$ cat config.mk
export PLATFORM = sky130hd
export DESIGN_NAME = utf8_byte_stream_decoder_top
export DESIGN_NICKNAME = d
export VERILOG_FILES = /design/src/design/u8dec_pkg.sv /design/src/design/u8dec_core.sv /design/src/design/u8dec_outreg.sv /design/src/design/utf8_byte_stream_decoder_top.sv
export VERILOG_INCLUDE_DIRS = /design/src /design/src/design
export SDC_FILE = /design/constraint.sdc
export NUM_CORES = 1
export LEC_CHECK = 0
export BUFFER_PORTS_ARGS = -buffer_cell sky130_fd_sc_hd__buf_2
export CORE_MARGIN = 2
export CORE_UTILIZATION = 53
export CTS_CLUSTER_SIZE = 24
export DETAILED_ROUTE_END_ITERATION = 12
export GPL_ROUTABILITY_DRIVEN = 0
export PLACE_DENSITY = 0.78
export SLEW_MARGIN = 20
export SYNTH_ARGS = -nofsm -noshare
export SYNTH_HDL_FRONTEND = slang
export SYNTH_SLANG_ARGS = --single-unit
export TNS_END_PERCENT = 100
$ cat constraint.sdc
create_clock -name clk_i -period 3.55 [get_ports clk_i]
set_input_delay 0.71 -clock clk_i [delete_from_list [all_inputs] [get_ports clk_i]]
set_output_delay 0.71 -clock clk_i [all_outputs]
set_load 0.005 [all_outputs]
$ cat src/design/utf8_byte_stream_decoder_top_macros.svh
// Assertion macros shared by the UTF-8 decoder top level.
`ifndef UTF8_BYTE_STREAM_DECODER_TOP_MACROS_SVH
`define UTF8_BYTE_STREAM_DECODER_TOP_MACROS_SVH

// Same-cycle implication, disabled while reset is asserted.
`define U8DEC_ASSERT_NOW(lbl, clk, rst_n, ante, cons) \
  lbl: assert property (@(posedge clk) disable iff (!rst_n) (ante) |-> (cons)) \
    else $error("u8dec: same-cycle check failed");

// Next-cycle implication, disabled while reset is asserted.
`define U8DEC_ASSERT_NEXT(lbl, clk, rst_n, ante, cons) \
  lbl: assert property (@(posedge clk) disable iff (!rst_n) (ante) |=> (cons)) \
    else $error("u8dec: next-cycle check failed");

`endif

$ cat src/design/u8dec_pkg.sv
// Package with types and constants for the UTF-8 byte stream decoder.
`timescale 1ns / 1ps

package u8dec_pkg;

  // Error marker emitted for malformed input ('?').
  localparam logic [15:0] ERR_MARK = 16'h003F;

  // Byte classification boundaries.
  localparam logic [7:0] ASCII_LIMIT   = 8'h80;
  localparam logic [7:0] LEAD_BAD_LO   = 8'hC0;
  localparam logic [7:0] LEAD_BAD_HI   = 8'hC1;
  localparam logic [7:0] LEAD_THREE    = 8'hE0;
  localparam logic [7:0] LEAD_FOUR     = 8'hF0;
  localparam logic [7:0] LEAD_TOO_HIGH = 8'hF5;

  // Payload masks for lead and continuation bytes.
  localparam logic [7:0] MASK_LEAD2 = 8'h1F;
  localparam logic [7:0] MASK_LEAD3 = 8'h0F;
  localparam logic [7:0] MASK_LEAD4 = 8'h07;
  localparam logic [7:0] MASK_CONT  = 8'h3F;

  // Pending continuation counts.
  localparam logic [1:0] REM_NONE  = 2'd0;
  localparam logic [1:0] REM_ONE   = 2'd1;
  localparam logic [1:0] REM_TWO   = 2'd2;
  localparam logic [1:0] REM_THREE = 2'd3;

  // Decode result of one byte, handed from the core to the output stage.
  typedef struct packed {
    logic        emit;
    logic [15:0] code;
  } dec_result_t;

endpackage

$ cat src/design/u8dec_core.sv
// Decode logic and sequence state for one byte per cycle, advancing only on fire_i.
`timescale 1ns / 1ps

module u8dec_core import u8dec_pkg::*; (
  input  logic        clk_i,
  input  logic        rst_ni,
  input  logic [7:0]  byte_i,
  input  logic        fire_i,
  output dec_result_t result_o
);

  logic [1:0]  rem_q, rem_d;
  logic [15:0] acc_q, acc_d;
  logic [15:0] acc_shift;

  // Accumulator with the next six payload bits shifted in.
  assign acc_shift = {acc_q[9:0], byte_i[5:0]};

  // Classify the byte and work out the result and next state.
  always_comb begin
    rem_d         = rem_q;
    acc_d         = acc_q;
    result_o.emit = 1'b0;
    result_o.code = ERR_MARK;
    if (byte_i < ASCII_LIMIT) begin
      rem_d         = REM_NONE;
      acc_d         = '0;
      result_o.emit = 1'b1;
      result_o.code = {8'h00, byte_i};
    end else if (byte_i[7:6] != 2'b10) begin
      if (rem_q != REM_NONE) begin
        // A lead in the middle of a sequence aborts it with an error mark and is dropped.
        rem_d         = REM_NONE;
        acc_d         = '0;
        result_o.emit = 1'b1;
      end else if (byte_i == LEAD_BAD_LO || byte_i == LEAD_BAD_HI ||
                   byte_i >= LEAD_TOO_HIGH) begin
        result_o.emit = 1'b1;
      end else if (byte_i < LEAD_THREE) begin
        rem_d = REM_ONE;
        acc_d = {8'h00, byte_i & MASK_LEAD2};
      end else if (byte_i < LEAD_FOUR) begin
        rem_d = REM_TWO;
        acc_d = {8'h00, byte_i & MASK_LEAD3};
      end else begin
        rem_d = REM_THREE;
        acc_d = {8'h00, byte_i & MASK_LEAD4};
      end
    end else if (rem_q != REM_NONE) begin
      // Continuation byte; the last one of a sequence emits the low 16 bits of the code point.
      rem_d = rem_q - REM_ONE;
      if (rem_q == REM_ONE) begin
        acc_d         = '0;
        result_o.emit = 1'b1;
        result_o.code = acc_shift;
      end else begin
        acc_d = acc_shift;
      end
    end
  end

  // Sequence state advances only when the byte leaves the input stage.
  always_ff @(posedge clk_i or negedge rst_ni) begin
    if (!rst_ni) begin
      rem_q <= REM_NONE;
      acc_q <= '0;
    end else if (fire_i) begin
      rem_q <= rem_d;
      acc_q <= acc_d;
    end
  end

endmodule

$ cat src/design/u8dec_outreg.sv
// Output register holding one decoded code point until it is taken.
`timescale 1ns / 1ps

module u8dec_outreg import u8dec_pkg::*; (
  input  logic        clk_i,
  input  logic        rst_ni,
  input  logic        load_i,
  input  logic [15:0] code_i,
  input  logic        out_ready_i,
  output logic        out_valid_o,
  output logic [15:0] code_o,
  output logic        free_o
);

  logic        valid_q;
  logic [15:0] code_q;

  // The slot can take a new beat when empty or when drained this cycle.
  assign free_o      = !valid_q || out_ready_i;
  assign out_valid_o = valid_q;
  assign code_o      = code_q;

  // Valid flag.
  always_ff @(posedge clk_i or negedge rst_ni) begin
    if (!rst_ni) begin
      valid_q <= 1'b0;
    end else if (load_i) begin
      valid_q <= 1'b1;
    end else if (out_ready_i) begin
      valid_q <= 1'b0;
    end
  end

  // Payload, no reset needed.
  always_ff @(posedge clk_i) begin
    if (load_i) begin
      code_q <= code_i;
    end
  end

endmodule

$ cat src/design/utf8_byte_stream_decoder_top.sv
// Top level of the UTF-8 byte stream decoder.
// A byte is held in the input register, decoded combinationally, and its result is
// loaded into the output register once that slot is free; it waits there until taken.
// Throughput: one byte per cycle unless a result finds the output register full; the
// decode between the input register and the output register is combinational.
// Reset (async, active low) clears both stage valid flags and the pending
// sequence state; no clearing pass is needed.
`timescale 1ns / 1ps
`include "utf8_byte_stream_decoder_top_macros.svh"

module utf8_byte_stream_decoder_top import u8dec_pkg::*; (
  input  logic        clk_i,
  input  logic        rst_ni,
  input  logic        in_valid_i,
  output logic        in_ready_o,
  input  logic [7:0]  in_byte_i,
  output logic        out_valid_o,
  input  logic        out_ready_i,
  output logic [15:0] code_point_o
);

  logic        s1_valid_q;
  logic [7:0]  s1_byte_q;
  logic        s1_fire;
  logic        out_free;
  dec_result_t res;

  // A byte leaves the input stage unless its result finds the output full.
  assign s1_fire    = s1_valid_q && (!res.emit || out_free);
  assign in_ready_o = !s1_valid_q || s1_fire;

  // Input stage valid flag.
  always_ff @(posedge clk_i or negedge rst_ni) begin
    if (!rst_ni) begin
      s1_valid_q <= 1'b0;
    end else if (in_valid_i && in_ready_o) begin
      s1_valid_q <= 1'b1;
    end else if (s1_fire) begin
      s1_valid_q <= 1'b0;
    end
  end

  // Input stage payload.
  always_ff @(posedge clk_i) begin
    if (in_valid_i && in_ready_o) begin
      s1_byte_q <= in_byte_i;
    end
  end

  u8dec_core u_core (
    .clk_i    (clk_i),
    .rst_ni   (rst_ni),
    .byte_i   (s1_byte_q),
    .fire_i   (s1_fire),
    .result_o (res)
  );

  u8dec_outreg u_outreg (
    .clk_i       (clk_i),
    .rst_ni      (rst_ni),
    .load_i      (s1_fire && res.emit),
    .code_i      (res.code),
    .out_ready_i (out_ready_i),
    .out_valid_o (out_valid_o),
    .code_o      (code_point_o),
    .free_o      (out_free)
  );

  // An ASCII byte leaving the input stage shows up unchanged at the output.
  `U8DEC_ASSERT_NEXT(a_ascii_pass, clk_i, rst_ni, s1_fire && (s1_byte_q < ASCII_LIMIT), out_valid_o && (code_point_o == {8'h00, $past(s1_byte_q)}))
  // Back-pressure at the input only comes from a held input stage.
  `U8DEC_ASSERT_NOW(a_ready_hold, clk_i, rst_ni, !in_ready_o, s1_valid_q && out_valid_o && !out_ready_i)

endmodule
==> impl_summary.md, run 1 <==
Routing
Wires add up to between 2 and 3 mm. The via count normalized by instance count is about 5.3. The wire length on met1 is 1.11 mm. The detail route stage leaves a number of antenna-violating nets equal to 0. The final route contains slightly above 1000 vias. In the routed design, unresolved DRC markers number 0.

After detailed routing, the met3 layer carries 134 um of wire. The top layer used by detailed routing is met4. The wire length on met2 is between 1 and 1.5 mm. Dividing the detail-routed wire length by the instance count gives approximately 14 um.

The number of iterations in the first detailed-routing pass is 4. The detailed router finished its first iteration with 30 violations.

STA
On the final layout, the worst hold slack is around 240 ps. At the pin with the least slew margin, the transition time is approximately 670 ps. The setup clock skew after layout is between 10 and 15 ps. The headroom to the max-slew limit is 55.0%. The final number of max-transition violations was 0. The worst path in the final design needs a cycle of around 2900 ps, including I/O delays and setup. The final count of negative-setup-slack endpoints is 0. The highest clock rate is approximately 0.35 GHz.

Setup repair after global routing left no endpoint under its margin. The final worst setup slack is between 600 and 700 ps. The hold violation count in the final report is 0.

The final total negative setup slack is 0 ps. The final critical-path share of the clock period is between 80% and 90%.

Cells and area
Leaving out fill and tap cells, the most frequent cell in the layout is sky130_fd_sc_hd__buf_2. The net count of the finished layout is roughly 170. The final antenna diode count is 0. In the layout the commonest cells are sky130_fd_sc_hd__buf_2 (29), sky130_fd_sc_hd__edfxtp_1 (24), sky130_fd_sc_hd__nand2_1 (14), sky130_fd_sc_hd__dfrtp_1 (14), sky130_fd_sc_hd__inv_1 (12). After the flow finishes, the layout carries non-filler instances totaling about 190.

Compared with the post-synthesis result, the final layout area differs by 13.4%. The area of all placed cells without fillers is ~1900 um2. The fraction of layout instances using a drive strength above 1 is 26.4%.

Clocking
The clock tree root buffer cell is sky130_fd_sc_hd__clkbuf_4. The buffer levels on the longest clock path is 2. After clock tree synthesis, the clock-pin slew on the worst setup and hold paths is approximately 110 ps.

For the worst-skew pair, the clock arrives at the later sink with an insertion delay of 350 ps. The clock tree from TritonCTS is yes. The number of buffers inserted during clock tree synthesis is 5. The number of gates resized after CTS was 0. After clock tree synthesis, the setup repair step added 0 buffers.

Buffers inserted to repair hold after CTS numbered 0. CTS built an H-tree with a depth of 2. The clock net in this run drives a total of 38 sinks.

Global routing
The wire length of the first global-routing pass is ~4.3 mm. The pin count of the biggest net entering global routing is 17. Across every metal layer, demand over resource in global routing totals 17.3%. The via count of the first global-routing pass is slightly below 1000.

The overall overflow remaining after global route is 0. The initial antenna violation count was 0.

Setup path
At the worst endpoint, the arrival time is between 2000 and 2500 ps. Measured in cells, the most critical reg-to-reg path has a length of 6. The type of the setup path with the least slack is register to output port. The worst setup path is launched from a register. The worst endpoint required time is roughly 2800 ps.

The endpoint kind of the worst setup timing path is an output port. Of all nets on the critical path, the largest fanout is 5.

Place
The standard cell area after detailed placement is about 1800 um2. Timing analysis after detailed placement gives a worst setup slack of 1090 ps. The final HPWL from detailed placement is ~1.9 mm.

Buffers placed on the I/O ports in this run total 29. Counting tap cells, the placed design contains a total of roughly 180 instances.

Synthesis
Among all flip-flop cells after synthesis, the most frequent one is sky130_fd_sc_hd__edfxtp_1. The cell area after synthesis is between 1500 and 2000 um2. When the netlist entered floorplanning its net count stood at 137. The unique cell type count in the Yosys netlist is 27.

The share of flip-flops with an asynchronous set or reset after synthesis is between 30% and 40%. Of the total synthesized cell area, the portion taken by AND, OR, NAND and NOR gates is 14.9%. The adder-cell share of the synthesized area is 1.53%. The dominant combinational cell family by area after synthesis is simple AND/OR/NAND/NOR gates. The part of the Yosys area used for sequential elements is 65.4%. The complex-gate fraction of the synthesized area is under 10%. The number of warning messages in the yosys log is 0. Summing the areas of all xor and xnor instances in the mapped netlist gives 0% of the synthesized area. Measured against the total synthesized area, the mux share comes to about 7.5%. The number of instances in the synthesized netlist is 123. Synthesis inferred 38 register bits. Dividing the synthesized area by the synthesized cell count gives between 10 and 15 um2. Counting flops with a built-in enable in the synthesized netlist gives 24.

Run
Max-cap violations in this run came to 0.

Floorplanning
The site row count is 20. The full die area is approximately 3600 um2. The overall die width is between 50 and 60 um.

From bottom edge to top edge, the die measures around 60 um. 30 I/O pins were placed. Once the floorplan was initialized, standard cells occupied between 50% and 60% of the core.

The region available for standard cell placement spans ~3000 um2.

Pwr
Summed over all cells, the static leakage comes to around 0.81 nW. IR analysis of the VDD net gives a maximum drop of about 0.28 mV. Dividing total power by cell area gives a power density of approximately 590 nW/um2.

Hold path
The class of the tightest hold or removal check is primary input to async pin.

Outcome
The flow ran to the end, and the final reports show no timing, DRC or antenna violations.
[registers in the layout (all words and copies together), names as in the netlist]
signal,cells
u_outreg.code_o,16
u_core.acc_q,10
s1_byte_q,8
u_core.rem_q,2
s1_valid_q,1
u_outreg.out_valid_o,1
[worst max-delay path, stage by stage, from the launching register on]
cell and delay [ps]:
sky130_fd_sc_hd__edfxtp_1 470, sky130_fd_sc_hd__or4_1 520, sky130_fd_sc_hd__or3_1 360, sky130_fd_sc_hd__nand3_1 180, sky130_fd_sc_hd__nand3_1 140, sky130_fd_sc_hd__buf_2 150
[cells in the mapped netlist (2+ instances only)]
cell	instances	area share, %
sky130_fd_sc_hd__and2_1	10	3.8
sky130_fd_sc_hd__buf_6	3	2.1
sky130_fd_sc_hd__dfrtp_1	14	21
sky130_fd_sc_hd__edfxtp_1	24	44
sky130_fd_sc_hd__ha_1	2	1.5
sky130_fd_sc_hd__inv_1	12	2.7
sky130_fd_sc_hd__mux2_2	2	1.4
sky130_fd_sc_hd__mux2i_1	10	6.1
sky130_fd_sc_hd__nand2_1	14	3.2
sky130_fd_sc_hd__nand2b_1	9	3.4
sky130_fd_sc_hd__nand3_1	3	0.92
sky130_fd_sc_hd__o211a_1	2	1.2
sky130_fd_sc_hd__o21ai_0	4	1.2
[per-stage QoR]
step | power [mW] | util, %
2_1_floorplan | 0.803 | -
5_1_grt | 1.16 | 61.9
6_report | 1.10 | 61.9
4_1_cts | 1.10 | 61.9
3_3_place_gp | 0.879 | 60.3
3_5_place_dp | 0.894 | 60.3
[cell type report]
cell class,instances,area [um2]
flip-flops and latches,38,1070
fillers,230,1140
inverters,12,45.0
clock buffers,7,45.0
multi-input cells,69,484
repair buffers,32,168
well taps,33,41.3
clock inverters,1,3.75
[cell families (layout without fill, tap and decap cells)]
logic type,after synthesis,after routing
simple gates,43,43
buf+inv,16,52
flops,38,38
mux,12,12
compound gates,12,12
fa+ha+maj,2,2
[metal layers]
metal / vias to the layer above / GRT usage, %
met5: - / 0
met4: 0 / 9.21
met3: 2 / 4.80
met2: 39 / 29.8
met1: 483 / 19.4
li1: 495 / -
[worst paths after layout]
check,slack [ps],startpoint,endpoint
worst max register to register,1170,s1_byte_q[4],u_outreg.code_o[12]
min in group clk_i,520,u_core.acc_q[9],u_core.acc_q[9]
worst max-delay path,680,s1_byte_q[4],in_ready_o
max in group asynchronous,3060,rst_ni,u_core.acc_q[1]
worst min-delay path,240,rst_ni,u_outreg.out_valid_o
worst min register to register,520,u_core.acc_q[9],u_core.acc_q[9]
[power breakdown]
group / switching (mW) / internal, mW / total (mW)
logic: 0.150 / 0.120 / 0.269
clock network: 0.134 / 0.0762 / 0.211
registers: 0.0459 / 0.570 / 0.616
Note: power is estimated with default switching activity, not from simulation.
==> run 2: changes to the inputs <==
--- a/config.mk
+++ b/config.mk
@@ -6,13 +6,14 @@
 export SDC_FILE = /design/constraint.sdc
 export NUM_CORES = 1
 export LEC_CHECK = 0
+export ABC_AREA = 1
 export BUFFER_PORTS_ARGS = -buffer_cell sky130_fd_sc_hd__buf_2
 export CORE_MARGIN = 2
-export CORE_UTILIZATION = 53
+export CORE_UTILIZATION = 49
 export CTS_CLUSTER_SIZE = 24
 export DETAILED_ROUTE_END_ITERATION = 12
 export GPL_ROUTABILITY_DRIVEN = 0
-export PLACE_DENSITY = 0.78
+export PLACE_DENSITY = 0.75
 export SLEW_MARGIN = 20
 export SYNTH_ARGS = -nofsm -noshare
 export SYNTH_HDL_FRONTEND = slang
==> constraint.sdc (replaced) <==
create_clock -name clk_i -period 2.43 [get_ports clk_i]
set_input_delay 0.486 -clock clk_i [delete_from_list [all_inputs] [get_ports clk_i]]
set_output_delay 0.486 -clock clk_i [all_outputs]
set_load 0.005 [all_outputs]
==> run 2 against run 1 <==
  * First-iteration DRC count increased by 70%
  * Register-to-register slack got worse by 660 ps
  * Area after synthesis increased by 3.4%
  * Total power increased by 62%
  * Wire length increased by 6.1%
  * Global-route usage decreased by 0.31 points
  * Clock power increased by 94%
  * Final cell count increased by 29%
  * Largest cell class unchanged
  * Via count increased by 18%
  * Sequential share of layout area decreased by 2.9 points
  * Flip-flop and latch count unchanged
  * Clock-buffer cell count decreased by 2
==> impl_summary.md, run 2 <==
Cells and area
The filler cell count in the final layout came to 297 (was 230). The synthesis-to-layout area growth is 15.5% (was 13.4%). The number of nets at the end of the flow is 215 (was 172). The most common cell after layout, fill and taps aside is sky130_fd_sc_hd__nand2_1 (was sky130_fd_sc_hd__buf_2). Commonest cells after routing, fill and taps aside: sky130_fd_sc_hd__nand2_1 (42), sky130_fd_sc_hd__buf_2 (29), sky130_fd_sc_hd__inv_1 (26), sky130_fd_sc_hd__edfxtp_1 (24), sky130_fd_sc_hd__nor2_1 (19) (was sky130_fd_sc_hd__buf_2 (29), sky130_fd_sc_hd__edfxtp_1 (24), sky130_fd_sc_hd__nand2_1 (14), sky130_fd_sc_hd__dfrtp_1 (14), sky130_fd_sc_hd__inv_1 (12)).

The flip-flop count of the largest register after layout is 16 (unchanged). The final antenna diode count came to 0 (unchanged). The final standard cell utilization of the core was 58.6% (was 61.9%).

The fraction of layout instances using a drive strength above 1 is 24.8% (was 26.4%).

Routing
The aggregate routed wire length is 2.86 mm (was 2.70 mm). The number of iterations in the first detailed-routing pass came to 4 (unchanged). The total number of vias is 1202 (was 1019). The remaining antenna violation count is 0 (unchanged). The remaining design rule violation count came to 0 (unchanged). The via count normalized by instance count is 4.85 (was 5.31). The average wire per cell in the routed design is 11.5 um (was 14.1 um). The number of design-rule violations left by the first detailed-router iteration is 51 (was 30).

Setup path
The maximum fanout encountered on the critical timing path is 4 (was 5). The largest stage delay on the critical path is 410 ps (was 520 ps). The critical path arrival came to 1700 ps (was 2160 ps). The cell with the biggest individual delay on the critical path is sky130_fd_sc_hd__dfrtp_1 (was sky130_fd_sc_hd__or4_1). The most used cell along the critical path is sky130_fd_sc_hd__inv_1 (was sky130_fd_sc_hd__nand3_1). The type of the setup path with the least slack is register to output port (unchanged).

The endpoint kind of the worst setup timing path is an output port (unchanged). The dominant delay contributor by cell family on the critical path is simple AND/OR/NAND/NOR gates (unchanged). Cell chain of the critical path: inv_1, ha_1, inv_1, nor2_4, inv_2, nand2_2, nand3_4, nand3_1, buf_2 (was or4_1, or3_1, nand3_1, nand3_1, buf_2). The flop-to-flop setup slack came to 510 ps (was 1170 ps). The worst endpoint required time is 1940 ps (was 2840 ps).

The critical path launch point type was a register (unchanged). The number of buffers and inverters on the critical path is 4 (was 1).

Floorplanning
The overall die width is 62.8 um (was 59.6 um). The effective utilization at floorplan is 50.8% (was 54.5%). The total core area was 3340 um2 (was 3000 um2). The site row count is 21 (was 20). The full die area was 3940 um2 (was 3550 um2).

The die height is 62.8 um (was 59.6 um). The I/O pin total is 30 (unchanged).

Synthesis
The unique cell type count in the Yosys netlist is 22 (was 27). The fraction of the mapped netlist area in simple logic gates is 25.0% (was 14.9%). The complex-gate fraction of the synthesized area is 2.22% (was 5.65%).

The fraction of synthesized area in multiplexers is 0% (was 7.49%). Commonest cells post-synth: sky130_fd_sc_hd__nand2_1 (42), sky130_fd_sc_hd__inv_1 (26), sky130_fd_sc_hd__edfxtp_1 (24) (was sky130_fd_sc_hd__edfxtp_1 (24), sky130_fd_sc_hd__dfrtp_1 (14), sky130_fd_sc_hd__nand2_1 (14)). The xor/xnor cell area share of the yosys netlist is 0% (unchanged). The cell accounting for the most synthesized area is sky130_fd_sc_hd__edfxtp_1 (unchanged). The adder-cell share of the synthesized area came to 1.48% (was 1.53%). The cell area after synthesis is 1690 um2 (was 1640 um2).

The post-synthesis average cell area came to 10.1 um2 (was 13.3 um2). Synth top area cells: sky130_fd_sc_hd__edfxtp_1 (43%), sky130_fd_sc_hd__dfrtp_1 (21%), sky130_fd_sc_hd__nand2_1 (9.3%) (was sky130_fd_sc_hd__edfxtp_1 (44%), sky130_fd_sc_hd__dfrtp_1 (21%), sky130_fd_sc_hd__mux2i_1 (6.1%)). The number of warning messages in the yosys log is 0 (unchanged). The post-synthesis sequential element count is 38 (unchanged).

The leading register cell type out of synthesis is sky130_fd_sc_hd__edfxtp_1 (unchanged). The synthesized netlist net count came to 182 (was 137). The share of flip-flops with an asynchronous set or reset after synthesis is 36.8% (unchanged). The part of the Yosys area used for sequential elements is 63.2% (was 65.4%). The portion of synthesized cell area occupied by the leading cell type is 42.5% (was 44.0%). The count of flip-flops with a built-in enable after synthesis is 24 (unchanged). The number of instances in the synthesized netlist was 168 (was 123).

The most numerous cell in the Yosys netlist is sky130_fd_sc_hd__nand2_1 (was sky130_fd_sc_hd__edfxtp_1). The dominant combinational cell family by area after synthesis was simple AND/OR/NAND/NOR gates (unchanged).

Clocking
The clock tree root buffer cell is sky130_fd_sc_hd__clkbuf_4 (unchanged). The total clock sinks was 38 (unchanged). The number of setup buffers added after CTS was 0 (unchanged). The post-cts gate resize count is 0 (unchanged). The clock latency on the worst-skew pair is 350 ps (about the same). The buffer levels on the longest clock path came to 2 (unchanged). The H-tree depth is 2 (unchanged).

The number of buffers inserted during clock tree synthesis is 5 (unchanged). The clock tree from TritonCTS is yes (unchanged). The clock-pin slew on the worst setup and hold paths was 110 ps (about the same). The number of buffers inserted for hold repair after clock tree synthesis is 0 (unchanged).

STA
The setup clock skew after layout is 10.9 ps (was 12.4 ps). The highest clock rate is approximately 0.46 GHz. The final number of max-transition violations was 0 (unchanged). The final count of negative-setup-slack endpoints is 0 (unchanged).

The clock period minus worst slack is ~2200 ps. The headroom to the max-slew limit is 62.1% (was 55.0%). The measured slew at the worst slew-check pin is 567 ps (was 673 ps).

The final total negative setup slack is 0 ps (unchanged). The worst hold slack was 14.5 ps (was 237 ps). The final critical-path share of the clock period is around 90%. The hold violation count in the final report is 0 (unchanged). Unrepaired setup endpoints after global routing: no (unchanged).

Run
The number of max-cap violations is 0 (unchanged).

Global routing
The via count of the first global-routing pass is 1153 (was 962). The pin count of the biggest net entering global routing came to 17 (unchanged). The overall overflow remaining after global route is 0 (unchanged). The initial antenna violation count is 0 (unchanged).

The overall routing resource usage was 17.0% (was 17.3%). The wire length of the first global-routing pass is 5.03 mm (was 4.33 mm).

Outcome
Status: complete, no violations (unchanged).

Place
The final HPWL from detailed placement was 2.06 mm (was 1.90 mm). The number of port buffers is 29 (unchanged).

Hold path
The class of the tightest hold or removal check is primary input to async pin (unchanged).

Pwr
The peak ir drop on the vdd network is 0.425 mV (was 0.278 mV). The power density over cell area came to 907 nW/um2 (was 590 nW/um2). The reported leakage power came to 0.908 nW (was 0.806 nW).
## run 2: final cells by class
| type | count | area, um2 | share of cell area (%) |
|---|---|---|---|
| sequential | 38 | 1070 | 54.7 |
| timing repair buffer | 31 | 160 | 8.18 |
| clock inverter | 3 | 40.0 | 2.05 |
| tap | 46 | 57.6 | 2.94 |
| inverter | 28 | 105 | 5.37 |
| clock buffer | 5 | 37.5 | 1.92 |
| multi-input combinational | 97 | 485 | 24.8 |
## run 2: worst paths after layout
check	start	depth (start not counted)	to
worst min-delay path	rst_ni	1	u_core.acc_q[7]
max in group asynchronous	rst_ni	1	u_core.rem_q[0]
min in group clk_i	in_byte_i[7]	1	s1_byte_q[7]
worst max register to register	u_core.rem_q[0]	9	u_outreg.code_o[5]
worst min register to register	u_core.rem_q[1]	2	u_core.rem_q[1]
worst max-delay path	u_core.rem_q[0]	9	in_ready_o
## run 2: kinds of logic (layout without fill, tap and decap cells)
kind of cell    after synthesis  after routing
compound gates                7              7
fa+ha+maj                     2              2
buf+inv                      33             67
flops                        38             38
simple gates                 88             88
## run 2: power by group
| part | switching, mW | internal (mW) |
|---|---|---|
| logic | 0.310 | 0.159 |
| registers | 0.0563 | 0.840 |
| clock network | 0.197 | 0.213 |
| total | 0.564 | 1.21 |
## run 2: layer usage
layer	up-vias	part of all wire [%]	global-route usage, %
li1	611	-	-
met1	546	44	21.4
met2	36	47	26.2
met3	9	5.9	5.59
met4	0	2.5	8.89
met5	-	0	0
## run 2: through the flow
stage / power (mW) / std cells / setup WS (ps) / cell area (um2)
detailed placement: 1.38 / 240 / 508 / 1880
global route: 1.90 / 248 / 111 / 1960
global placement: 1.37 / 240 / 545 / 1880
floorplan: 1.25 / 168 / 682 / 1690
finish: 1.78 / 248 / 249 / 1960
CTS: 1.79 / 248 / 236 / 1960
